### src/hdl/pfde_pkg.sv
`default_nettype none
// ----------------------------------------------------------------------------
// pfde_pkg
// Shared types and constants for the Playfair digraph encryption block.
// ----------------------------------------------------------------------------
package pfde_pkg;

  localparam int Side     = 5;
  localparam int CodeW    = 5;
  localparam int RowW     = Side * CodeW;
  localparam int IdxW     = $clog2(Side);
  localparam int CfgIdxW  = 3;

  typedef logic [CodeW-1:0]   code_t;
  typedef logic [IdxW-1:0]    idx_t;
  typedef logic [RowW-1:0]    row_t;
  typedef logic [CfgIdxW-1:0] cfg_idx_t;

  localparam code_t CodeI    = code_t'(8);
  localparam code_t CodeJ    = code_t'(9);
  localparam code_t CodeX    = code_t'(23);
  localparam code_t CodeLast = code_t'(25);

  localparam row_t RowReset [Side] = '{
    row_t'(4294688), row_t'(10755269), row_t'(16201099),
    row_t'(21613104), row_t'(27025109)
  };

  typedef struct packed {
    code_t first_letter;
    code_t second_letter;
    logic  has_second;
  } in_item_t;

  typedef struct packed {
    code_t cipher_first;
    code_t cipher_second;
    logic  letter_missing;
  } out_item_t;

  typedef struct packed {
    idx_t row;
    idx_t col;
    logic found;
  } loc_t;

  function automatic idx_t inc_wrap(idx_t v);
    idx_t res;
    if (v == idx_t'(Side - 1)) begin
      res = '0;
    end else begin
      res = v + idx_t'(1);
    end
    return res;
  endfunction

endpackage
`default_nettype wire

### src/hdl/pfde_stream_if.sv
`default_nettype none
// ----------------------------------------------------------------------------
// pfde_stream_if
// Valid/ready channel carrying one item of a given payload type.
// ----------------------------------------------------------------------------
interface pfde_stream_if #(
  parameter type item_t = logic
);
  logic  valid;
  logic  ready;
  item_t item;

  modport source (output valid, output item, input ready);
  modport sink   (input valid, input item, output ready);
endinterface
`default_nettype wire

### src/hdl/playfair_digraph_encrypt.sv
`default_nettype none
// ----------------------------------------------------------------------------
// playfair_digraph_encrypt
// Playfair encryption of one letter pair per item against a 5x5 key square.
// ----------------------------------------------------------------------------
// The block takes one digraph per cycle while the output is not stalled and
// returns its result through four register stages (letter cleanup, square
// lookup, rule selection, cell readout with output register). A stall on the
// output freezes the whole pipeline, so items are neither lost nor repeated.
// The key square is five rows written through the configuration port; write
// them only while no item is in flight. Index values above four are ignored.
module playfair_digraph_encrypt (
  input  wire                      clk_i,
  input  wire                      rst_ni,
  input  wire                      cfg_we_i,
  input  wire  pfde_pkg::cfg_idx_t cfg_idx_i,
  input  wire  pfde_pkg::row_t     cfg_wdata_i,
  pfde_stream_if.sink              in_i,
  pfde_stream_if.source            out_o
);

  import pfde_pkg::*;

  row_t  row_q [Side];
  code_t cell_w [Side][Side];

  logic  en_w;

  logic  s1_vld_q;
  code_t s1_a_q, s1_a_d;
  code_t s1_b_q, s1_b_d;

  logic  s2_vld_q;
  loc_t  s2_l1_q, s2_l1_d;
  loc_t  s2_l2_q, s2_l2_d;

  logic  s3_vld_q;
  logic  s3_found_q, s3_found_d;
  idx_t  s3_r1_q, s3_r1_d, s3_c1_q, s3_c1_d;
  idx_t  s3_r2_q, s3_r2_d, s3_c2_q, s3_c2_d;

  logic      s4_vld_q;
  out_item_t s4_out_q, s4_out_d;

  in_item_t in_item_w;

  assign in_item_w = in_i.item;
  assign en_w      = !s4_vld_q || out_o.ready;
  assign in_i.ready = en_w;
  assign out_o.valid = s4_vld_q;
  assign out_o.item  = s4_out_q;

  always_ff @(posedge clk_i or negedge rst_ni) begin
    if (!rst_ni) begin
      for (int r = 0; r < Side; r++) begin
        row_q[r] <= RowReset[r];
      end
    end else if (cfg_we_i && (cfg_idx_i < cfg_idx_t'(Side))) begin
      row_q[idx_t'(cfg_idx_i)] <= cfg_wdata_i;
    end
  end

  always_comb begin
    for (int r = 0; r < Side; r++) begin
      for (int c = 0; c < Side; c++) begin
        cell_w[r][c] = row_q[r][c*CodeW +: CodeW];
      end
    end
  end

  always_comb begin
    s1_a_d = in_item_w.first_letter;
    if (s1_a_d == CodeJ) begin
      s1_a_d = CodeI;
    end
    s1_b_d = in_item_w.has_second ? in_item_w.second_letter : CodeX;
    if (s1_b_d == CodeJ) begin
      s1_b_d = CodeI;
    end
    if (s1_b_d == s1_a_d) begin
      s1_b_d = CodeX;
    end
  end

  always_comb begin
    s2_l1_d = '0;
    s2_l2_d = '0;
    for (int r = Side - 1; r >= 0; r--) begin
      for (int c = Side - 1; c >= 0; c--) begin
        if ((s1_a_q <= CodeLast) && (cell_w[r][c] == s1_a_q)) begin
          s2_l1_d = '{row: idx_t'(r), col: idx_t'(c), found: 1'b1};
        end
        if ((s1_b_q <= CodeLast) && (cell_w[r][c] == s1_b_q)) begin
          s2_l2_d = '{row: idx_t'(r), col: idx_t'(c), found: 1'b1};
        end
      end
    end
  end

  always_comb begin
    s3_found_d = s2_l1_q.found && s2_l2_q.found;
    if (s2_l1_q.row == s2_l2_q.row) begin
      s3_r1_d = s2_l1_q.row;
      s3_c1_d = inc_wrap(s2_l1_q.col);
      s3_r2_d = s2_l2_q.row;
      s3_c2_d = inc_wrap(s2_l2_q.col);
    end else if (s2_l1_q.col == s2_l2_q.col) begin
      s3_r1_d = inc_wrap(s2_l1_q.row);
      s3_c1_d = s2_l1_q.col;
      s3_r2_d = inc_wrap(s2_l2_q.row);
      s3_c2_d = s2_l2_q.col;
    end else begin
      s3_r1_d = s2_l1_q.row;
      s3_c1_d = s2_l2_q.col;
      s3_r2_d = s2_l2_q.row;
      s3_c2_d = s2_l1_q.col;
    end
  end

  always_comb begin
    s4_out_d.letter_missing = !s3_found_q;
    s4_out_d.cipher_first   = s3_found_q ? cell_w[s3_r1_q][s3_c1_q] : '0;
    s4_out_d.cipher_second  = s3_found_q ? cell_w[s3_r2_q][s3_c2_q] : '0;
  end

  always_ff @(posedge clk_i or negedge rst_ni) begin
    if (!rst_ni) begin
      s1_vld_q <= 1'b0;
      s2_vld_q <= 1'b0;
      s3_vld_q <= 1'b0;
      s4_vld_q <= 1'b0;
    end else if (en_w) begin
      s1_vld_q <= in_i.valid;
      s2_vld_q <= s1_vld_q;
      s3_vld_q <= s2_vld_q;
      s4_vld_q <= s3_vld_q;
    end
  end

  always_ff @(posedge clk_i) begin
    if (en_w) begin
      s1_a_q     <= s1_a_d;
      s1_b_q     <= s1_b_d;
      s2_l1_q    <= s2_l1_d;
      s2_l2_q    <= s2_l2_d;
      s3_found_q <= s3_found_d;
      s3_r1_q    <= s3_r1_d;
      s3_c1_q    <= s3_c1_d;
      s3_r2_q    <= s3_r2_d;
      s3_c2_q    <= s3_c2_d;
      s4_out_q   <= s4_out_d;
    end
  end

  a_missing_zero: assert property (@(posedge clk_i) disable iff (!rst_ni)
    (s4_vld_q && s4_out_q.letter_missing) |->
      (s4_out_q.cipher_first == '0 && s4_out_q.cipher_second == '0))
    else $error("missing letter with nonzero cipher output");

  a_accept_enters: assert property (@(posedge clk_i) disable iff (!rst_ni)
    (in_i.valid && in_i.ready) |=> s1_vld_q)
    else $error("accepted item did not enter stage one");

  a_loc_range: assert property (@(posedge clk_i) disable iff (!rst_ni)
    (s2_vld_q && s2_l1_q.found) |->
      (s2_l1_q.row < idx_t'(Side) && s2_l1_q.col < idx_t'(Side)))
    else $error("located cell outside the square");

  a_idle_ready: assert property (@(posedge clk_i) disable iff (!rst_ni)
    !s4_vld_q |-> in_i.ready)
    else $error("input stalled with empty output stage");

endmodule
`default_nettype wire

### src/flat_wrapper.sv
// flat-port wrapper written by rule: the top's interface ports become plain ports
module playfair_digraph_encrypt_flat import pfde_pkg::*;
  (clk_i, rst_ni, cfg_we_i, cfg_idx_i, cfg_wdata_i, in_i_valid, in_i_item, in_i_ready, out_o_valid, out_o_item, out_o_ready);
  pfde_stream_if #(.item_t(in_item_t)) in_i_i ();
  pfde_stream_if #(.item_t(out_item_t)) out_o_i ();
  input  wire clk_i;
  input  wire rst_ni;
  input  wire cfg_we_i;
  input  wire  pfde_pkg::cfg_idx_t cfg_idx_i;
  input  wire  pfde_pkg::row_t cfg_wdata_i;
  input wire logic [$bits(in_i_i.valid)-1:0] in_i_valid;
  input wire logic [$bits(in_i_i.item)-1:0] in_i_item;
  output wire logic [$bits(in_i_i.ready)-1:0] in_i_ready;
  output wire logic [$bits(out_o_i.valid)-1:0] out_o_valid;
  output wire logic [$bits(out_o_i.item)-1:0] out_o_item;
  input wire logic [$bits(out_o_i.ready)-1:0] out_o_ready;
  assign in_i_i.valid = in_i_valid;
  assign in_i_i.item = in_i_item;
  assign in_i_ready = in_i_i.ready;
  assign out_o_valid = out_o_i.valid;
  assign out_o_item = out_o_i.item;
  assign out_o_i.ready = out_o_ready;
  playfair_digraph_encrypt u_core (.clk_i(clk_i), .rst_ni(rst_ni), .cfg_we_i(cfg_we_i), .cfg_idx_i(cfg_idx_i), .cfg_wdata_i(cfg_wdata_i), .in_i(in_i_i), .out_o(out_o_i));
endmodule
### config.mk
export PLATFORM = sky130hd
export DESIGN_NAME = playfair_digraph_encrypt_flat
export DESIGN_NICKNAME = d
export VERILOG_FILES = /design/src/hdl/pfde_pkg.sv /design/src/hdl/pfde_stream_if.sv /design/src/hdl/playfair_digraph_encrypt.sv /design/src/flat_wrapper.sv
export SDC_FILE = /design/constraint.sdc
export NUM_CORES = 1
export LEC_CHECK = 0
export BUFFER_PORTS_ARGS = -buffer_cell sky130_fd_sc_hd__buf_2
export CORE_ASPECT_RATIO = 1.1
export CORE_MARGIN = 2
export CORE_UTILIZATION = 25
export DETAILED_ROUTE_END_ITERATION = 10
export GPL_ROUTABILITY_DRIVEN = 0
export PLACE_DENSITY = 0.36
export SETUP_SLACK_MARGIN = 0.05
export SYNTH_ARGS = -nofsm -noshare
export SYNTH_HDL_FRONTEND = slang
export SYNTH_SLANG_ARGS = --single-unit
### constraint.sdc
create_clock -name clk_i -period 2.5 [get_ports clk_i]
set_clock_uncertainty 0.2 [all_clocks]
set_input_delay 0.5 -clock clk_i [delete_from_list [all_inputs] [get_ports clk_i]]
set_output_delay 0.5 -clock clk_i [all_outputs]
set_load 0.01 [all_outputs]
Yosys cells after proc, flatten, opt, wreduce, memory -nomap -nowiden
Index checks and enable logic that the tools add are counted.
Word-level totals
  input bits: 44
  output and inout bits: 13
  register bits after elaboration: 177
  logic and storage cells: 256
Cells by class
  muxes and demuxes: 78
  order comparisons: 9
  equal/unequal tests: 59
  add/subtract/negate cells: 4
  bitwise gates (word level): 5
  reductions and logical operators: 68
Operators by type and width (number)
  $eq 5x5->1: 51
  $bmux 25 s3: 2
  $bwmux 125: 1
  $mux 25: 5
  $mux 6: 20
  $mux 5: 17
  $demux 25 s3: 1
  $mux 7: 10
  $logic_and 1x1->1: 53
  $mux 3: 16
  $reduce_or 24->1: 2
  $reduce_or 20->1: 2
  $bmux 5 s3: 2
  $ge 4x4->1 const B: 5
  $not 3->4: 5
  $reduce_or 10->1: 2
  $add 3x1->3 const B: 4
  $eq 3x3->1 const B: 4
  $eq 5x4->1 const B: 2
  $le 5x5->1 const B: 2
  $reduce_or 5->1: 2
  $mux 4: 2
  $reduce_or 4->1: 2
  $eq 3x3->1: 2
  6 further kinds: 9

Longest topological paths before layout
  depth in word-level cells: 26
  mapped depth: 10
  mapped depth without buffers: 7

Least setup slack after synthesis
OpenSTA, ideal clock, no wires.
  path kind: input -> register
  from: in out_o_ready
  to: reg u_core.s1_vld_q
  path buffers: 0
  data arrival time: 2287 ps
  required time: 2170 ps
  stages on the path: 2
  path slack: -117 ps
  setup time: 130 ps
  path through: nand2b_1 -> mux2_2
On the way
  word-level cells in the longest chain between the ends: 1
RTL lines
  start: declaration: RTL line flat_wrapper.sv:16  | input wire logic [$bits(out_o_i.ready)-1:0] out_o_ready;
  $logic_or 1x1->1: RTL line playfair_digraph_encrypt.sv:48  | assign en_w = !s4_vld_q || out_o.ready;
  end signal: assignment: RTL line playfair_digraph_encrypt.sv:133  | s1_vld_q <= in_i.valid;
  end: declaration: RTL line playfair_digraph_encrypt.sv:29  | logic s1_vld_q;
No other way between the ends.
A chain may end at the register's enable or synchronous reset.

Final worst setup path
  from: reg u_core.s1_a_q[2]
  to: reg u_core.s2_l1_q[0] (netlist name) (data pin)
On the way
  word-level cells in the longest chain between the ends: 3
  elaborated cells between the ends (all ways): 53
  those cells by class: 1 x order compare; 25 x eq/ne; 1 x mux; 26 x reduce/logical
RTL lines
  start: declaration: RTL line playfair_digraph_encrypt.sv:30  | code_t s1_a_q, s1_a_d;
  start signal: assignment: RTL line playfair_digraph_encrypt.sv:142  | s1_a_q <= s1_a_d;
  $le 5x5->1 or $eq 5x5->1 (tied branches): RTL line playfair_digraph_encrypt.sv:90  | if ((s1_a_q <= CodeLast) && (cell_w[r][c] == s1_a_q)) begin
  $logic_and 1x1->1: RTL line playfair_digraph_encrypt.sv:90
  $reduce_or 24->1 (no source line) or $mux 7 (tied branches)
  end signal: assignment: RTL line playfair_digraph_encrypt.sv:144  | s2_l1_q <= s2_l1_d;
  end: declaration: RTL line playfair_digraph_encrypt.sv:34  | loc_t s2_l1_q, s2_l1_d;
Several ways; a longest one is shown, not always the timed one.

==> run_results.csv <==
group,metric,value,unit
outcome,outcome,"complete, but fails checks",
outcome,violations,"setup timing",
logic_synthesis,syn_avg_cell_area,11.22,µm²
cts,h-tree-depth,4,
timing,worst_slack,-0.1506,ns
floorplanning,dieWidth,219.7,µm
logic_synthesis,synth-edff-count,48,
timing,slew_violations,0,
timing,fmax,0.3773,GHz
floorplanning,rows,86,
detailed_routing,wl_per_cell,24.91,µm
logic_synthesis,yosysMostFrequentCell,"mux2_2",
worst_setup_path,crit_start,"u_core.s1_a_q[2]",
logic_synthesis,synth_warnings,0,
logic_synthesis,yosysTopAreaCell,"dfrtp_1",
logic_synthesis,synth_top_family_by_area,"multiplexers",
grt,gr-total-overflow,0,
pwr,max-vdd-ir-drop,0.6237,mV
timing,worstMarginPinSlew,0.6304,ns
logic_synthesis,synth_area,12790,µm²
worst_setup_path,critPathMaxFanout,5,
final_layout,drive_gt1_share,50.14,%
pwr,power_density,1065,nW/µm²
worst_hold_path,hp-start,"in_i_item[10]",
logic_synthesis,synth_compound_area_share,8.283,%
grt,grt_pass1_wl,74990,µm
logic_synthesis,synthArstFlopShare,72.88,%
floorplanning,core,50360,µm²
job,maxCapViolCount,0,
logic_synthesis,synth-simple-area-share,10.10,%
cts,worstSkewPairLatency,0.49,ns
timing,finalCritPeriodShare,106.0,%
final_layout,layout.nets,1449,
cts,path_clk_slew,0.07,ns
logic_synthesis,synth-adder-area-share,0.7823,%
floorplanning,ios,57,
logic_synthesis,synth-seq-area-share,37.03,%
logic_synthesis,synth_xor_area_share,14.31,%
pwr,p_leak,6.787,nW
floorplanning,die-height,241.3,µm
timing,relSlewSlack,57.98,%
worst_hold_path,hp-class,"input pin to flop",
grt,antenna_found_initial,0,
detailed_routing,vias,10221,
logic_synthesis,postSynthCellCount,1140,
worst_setup_path,worst-r2r-setup-slack,-0.15,ns
logic_synthesis,synth_cell_types,64,
timing,hold_viol_final,0,
detailed_routing,wl,51600,µm
placed_design,place_inst,1987,
floorplanning,die_area,53010,µm²
worst_setup_path,arrival,2.68,ns
timing,period_needed,2.651,ns
logic_synthesis,synth_top_area_share,14.47,%
placed_design,port_buffers,56,
detailed_routing,drt-initial-drc-count,613,
detailed_routing,firstDrtPassIters,5,
grt,grt_pass1_vias,10390,
worst_setup_path,required,2.53,ns
worst_setup_path,crit_type,"flop to flop",
cts,cts_buffer_depth,2,
detailed_routing,drc,0,
logic_synthesis,synth_nets,1192,
logic_synthesis,ys_seq_elements,177,
cts,root_buffer,"clkbuf_16",
detailed_routing,ant_nets,0,
grt,grt_max_degree,53,
timing,rsz0062_at_grt,"yes",
final_layout,final_cell_count_no_fill,2071,
cts,cts_tree,"done",
worst_setup_path,cp-end-kind,"flop",
final_layout,synthToLayoutAreaGrowth,35.44,%
placed_design,dpl.hpwl,39220,µm
logic_synthesis,synth.area.top_cells,"dfrtp_1 (14%), dfstp_2 (11%), edfxtp_1 (11%)",
cts,clock_sinks,177,
timing,hold_slack,0.08108,ns
detailed_routing,viasPerCell,4.935,
logic_synthesis,synth.mux.area_fraction,25.43,%
worst_setup_path,r2r-end,"u_core.s2_l1_q[0]",
worst_setup_path,start_kind,"flop",
cts,numCtsBuffers,17,
worst_setup_path,reg2reg_from,"u_core.s1_a_q[2]",
worst_setup_path,endpoint,"u_core.s2_l1_q[0]",
logic_synthesis,synth_commonest_cells,"mux2_2 (128), xor2_1 (110), xnor2_1 (99)",
worst_setup_path,rr_worst_depth,12,
timing,finalSetupViolCount,11,
floorplanning,start_util,25.41,%
logic_synthesis,synthFlopType,"dfrtp_1",
grt,grtUsageTotal,20.12,%
[registers in the layout, indices dropped and copies added (netlist names)]
signal / cells
u_core.s1_a_q: 5
u_core.out_o.item: 11
u_core.s2_vld_q: 1
u_core.s1_b_q: 5
u_core.s1_vld_q: 1
u_core.s2_l2_q: 7
u_core.s2_l1_q: 7
u_core.s3_vld_q: 1
u_core.out_o.valid: 1
u_core.s3_found_q: 1
u_core.s3_r2_q: 3
u_core.s3_c2_q: 3
u_core.cell_w: 125
u_core.s3_r1_q: 3
u_core.s3_c1_q: 3
[final cells by class]
| type | count | area (µm²) |
|---|---|---|
| clock buffers | 18 | 439.2 |
| fillers | 5133 | 33030 |
| clock inverters | 14 | 140.1 |
| diodes | 1 | 2.502 |
| flip-flops and latches | 177 | 4738 |
| inverters | 22 | 82.58 |
| well taps | 660 | 825.8 |
| multi-input cells | 867 | 8312 |
| repair buffers | 312 | 2789 |
[kinds of logic (layout without fill, tap and decap cells)]
group	after synthesis	count (layout)
other	0	1
AOI/OAI and AO/OA	169	169
DFF	177	177
buffers and inverters	96	366
and+or+nand+nor	247	247
xor gates and xnor gates	209	209
muxes	234	234
adders and majority gates	8	8
[metal layers]
layer  wire, µm  vias up  part of all wire (%)  GRT usage [%]
li1           -     4724                     -              -
met1      22650     5257                    44          25.50
met2      26060      198                    51          35.12
met3       1689       42                   3.3          3.315
met4       1200        0                   2.3          5.959
met5          0        -                     0              0
[worst max-delay path, cell delays in order (launching register included)]
cell and delay [ns]:
edfxtp_1 0.38, buf_6 0.15, buf_12 0.14, buf_4 0.14, xor2_1 0.18, nor4_2 0.07, buf_4 0.15, nand2_4 0.07
nand4b_1 0.14, buf_4 0.18, nor4_4 0.27, nand4_1 0.14, nand3b_1 0.18
[how the worst min path moves through the flow]
stage | to | depth (start not counted)
floorplan | u_core.cell_w[100] | 0
global placement | u_core.out_o.valid | 1
detailed placement | u_core.out_o.valid | 1
CTS | u_core.s1_a_q[4] | 1
global route | u_core.s1_a_q[4] | 1
finish | u_core.s1_a_q[4] | 1
[cell usage in the layout, fill, tap and decap left out, types with 17 or more instances in the layout]
cell,synthesis,routed
a21oi_1,28,25
dfstp_2,55,55
clkbuf_16,0,17
nand4_1,26,26
o21ai_0,36,26
buf_2,23,55
buf_6,8,19
xnor2_1,99,99
mux4_2,60,60
edfxtp_1,48,48
mux2_2,128,128
o21ai_1,16,21
buf_12,0,31
mux2i_1,46,33
nand2_1,42,36
nor2_1,69,60
inv_1,22,22
dfrtp_1,74,74
buf_4,16,197
a31oi_1,25,18
xor2_1,110,101
[report_power, final]
group | internal [W] | leakage (nW) | switching, W
sequential | 0.00413 | 1.96 | 0.00135
clock | 0.00135 | 0.282 | 0.00136
combinational | 0.00523 | 4.54 | 0.00504
total | 0.0107 | 6.79 | 0.00775
[timing repair]
item	in CTS	in global routing
cloned	4	0
endpoints found under the hold margin	29	0
gates resized for setup	118	56
hold buffers	2	0
pin swaps	50	27
endpoints found under the setup margin	24	24
buffers inserted	25	22
[through the flow]
stage	instance area [µm²]	utilization (%)	worst slack (ns)	total power, W	TNS (ns)
floorplan	12800	-	0.1312	0.01044	0
CTS	16880	33.52	-0.1364	0.01809	-0.7329
detailed placement	15390	30.57	-0.5223	0.01434	-5.200
global placement	15390	30.57	-0.5068	0.01434	-5.434
global route	17330	34.41	-0.2272	0.01947	-2.390
finish	17330	34.41	-0.1506	0.01846	-0.6647
Power figures use the tool's default switching activity.
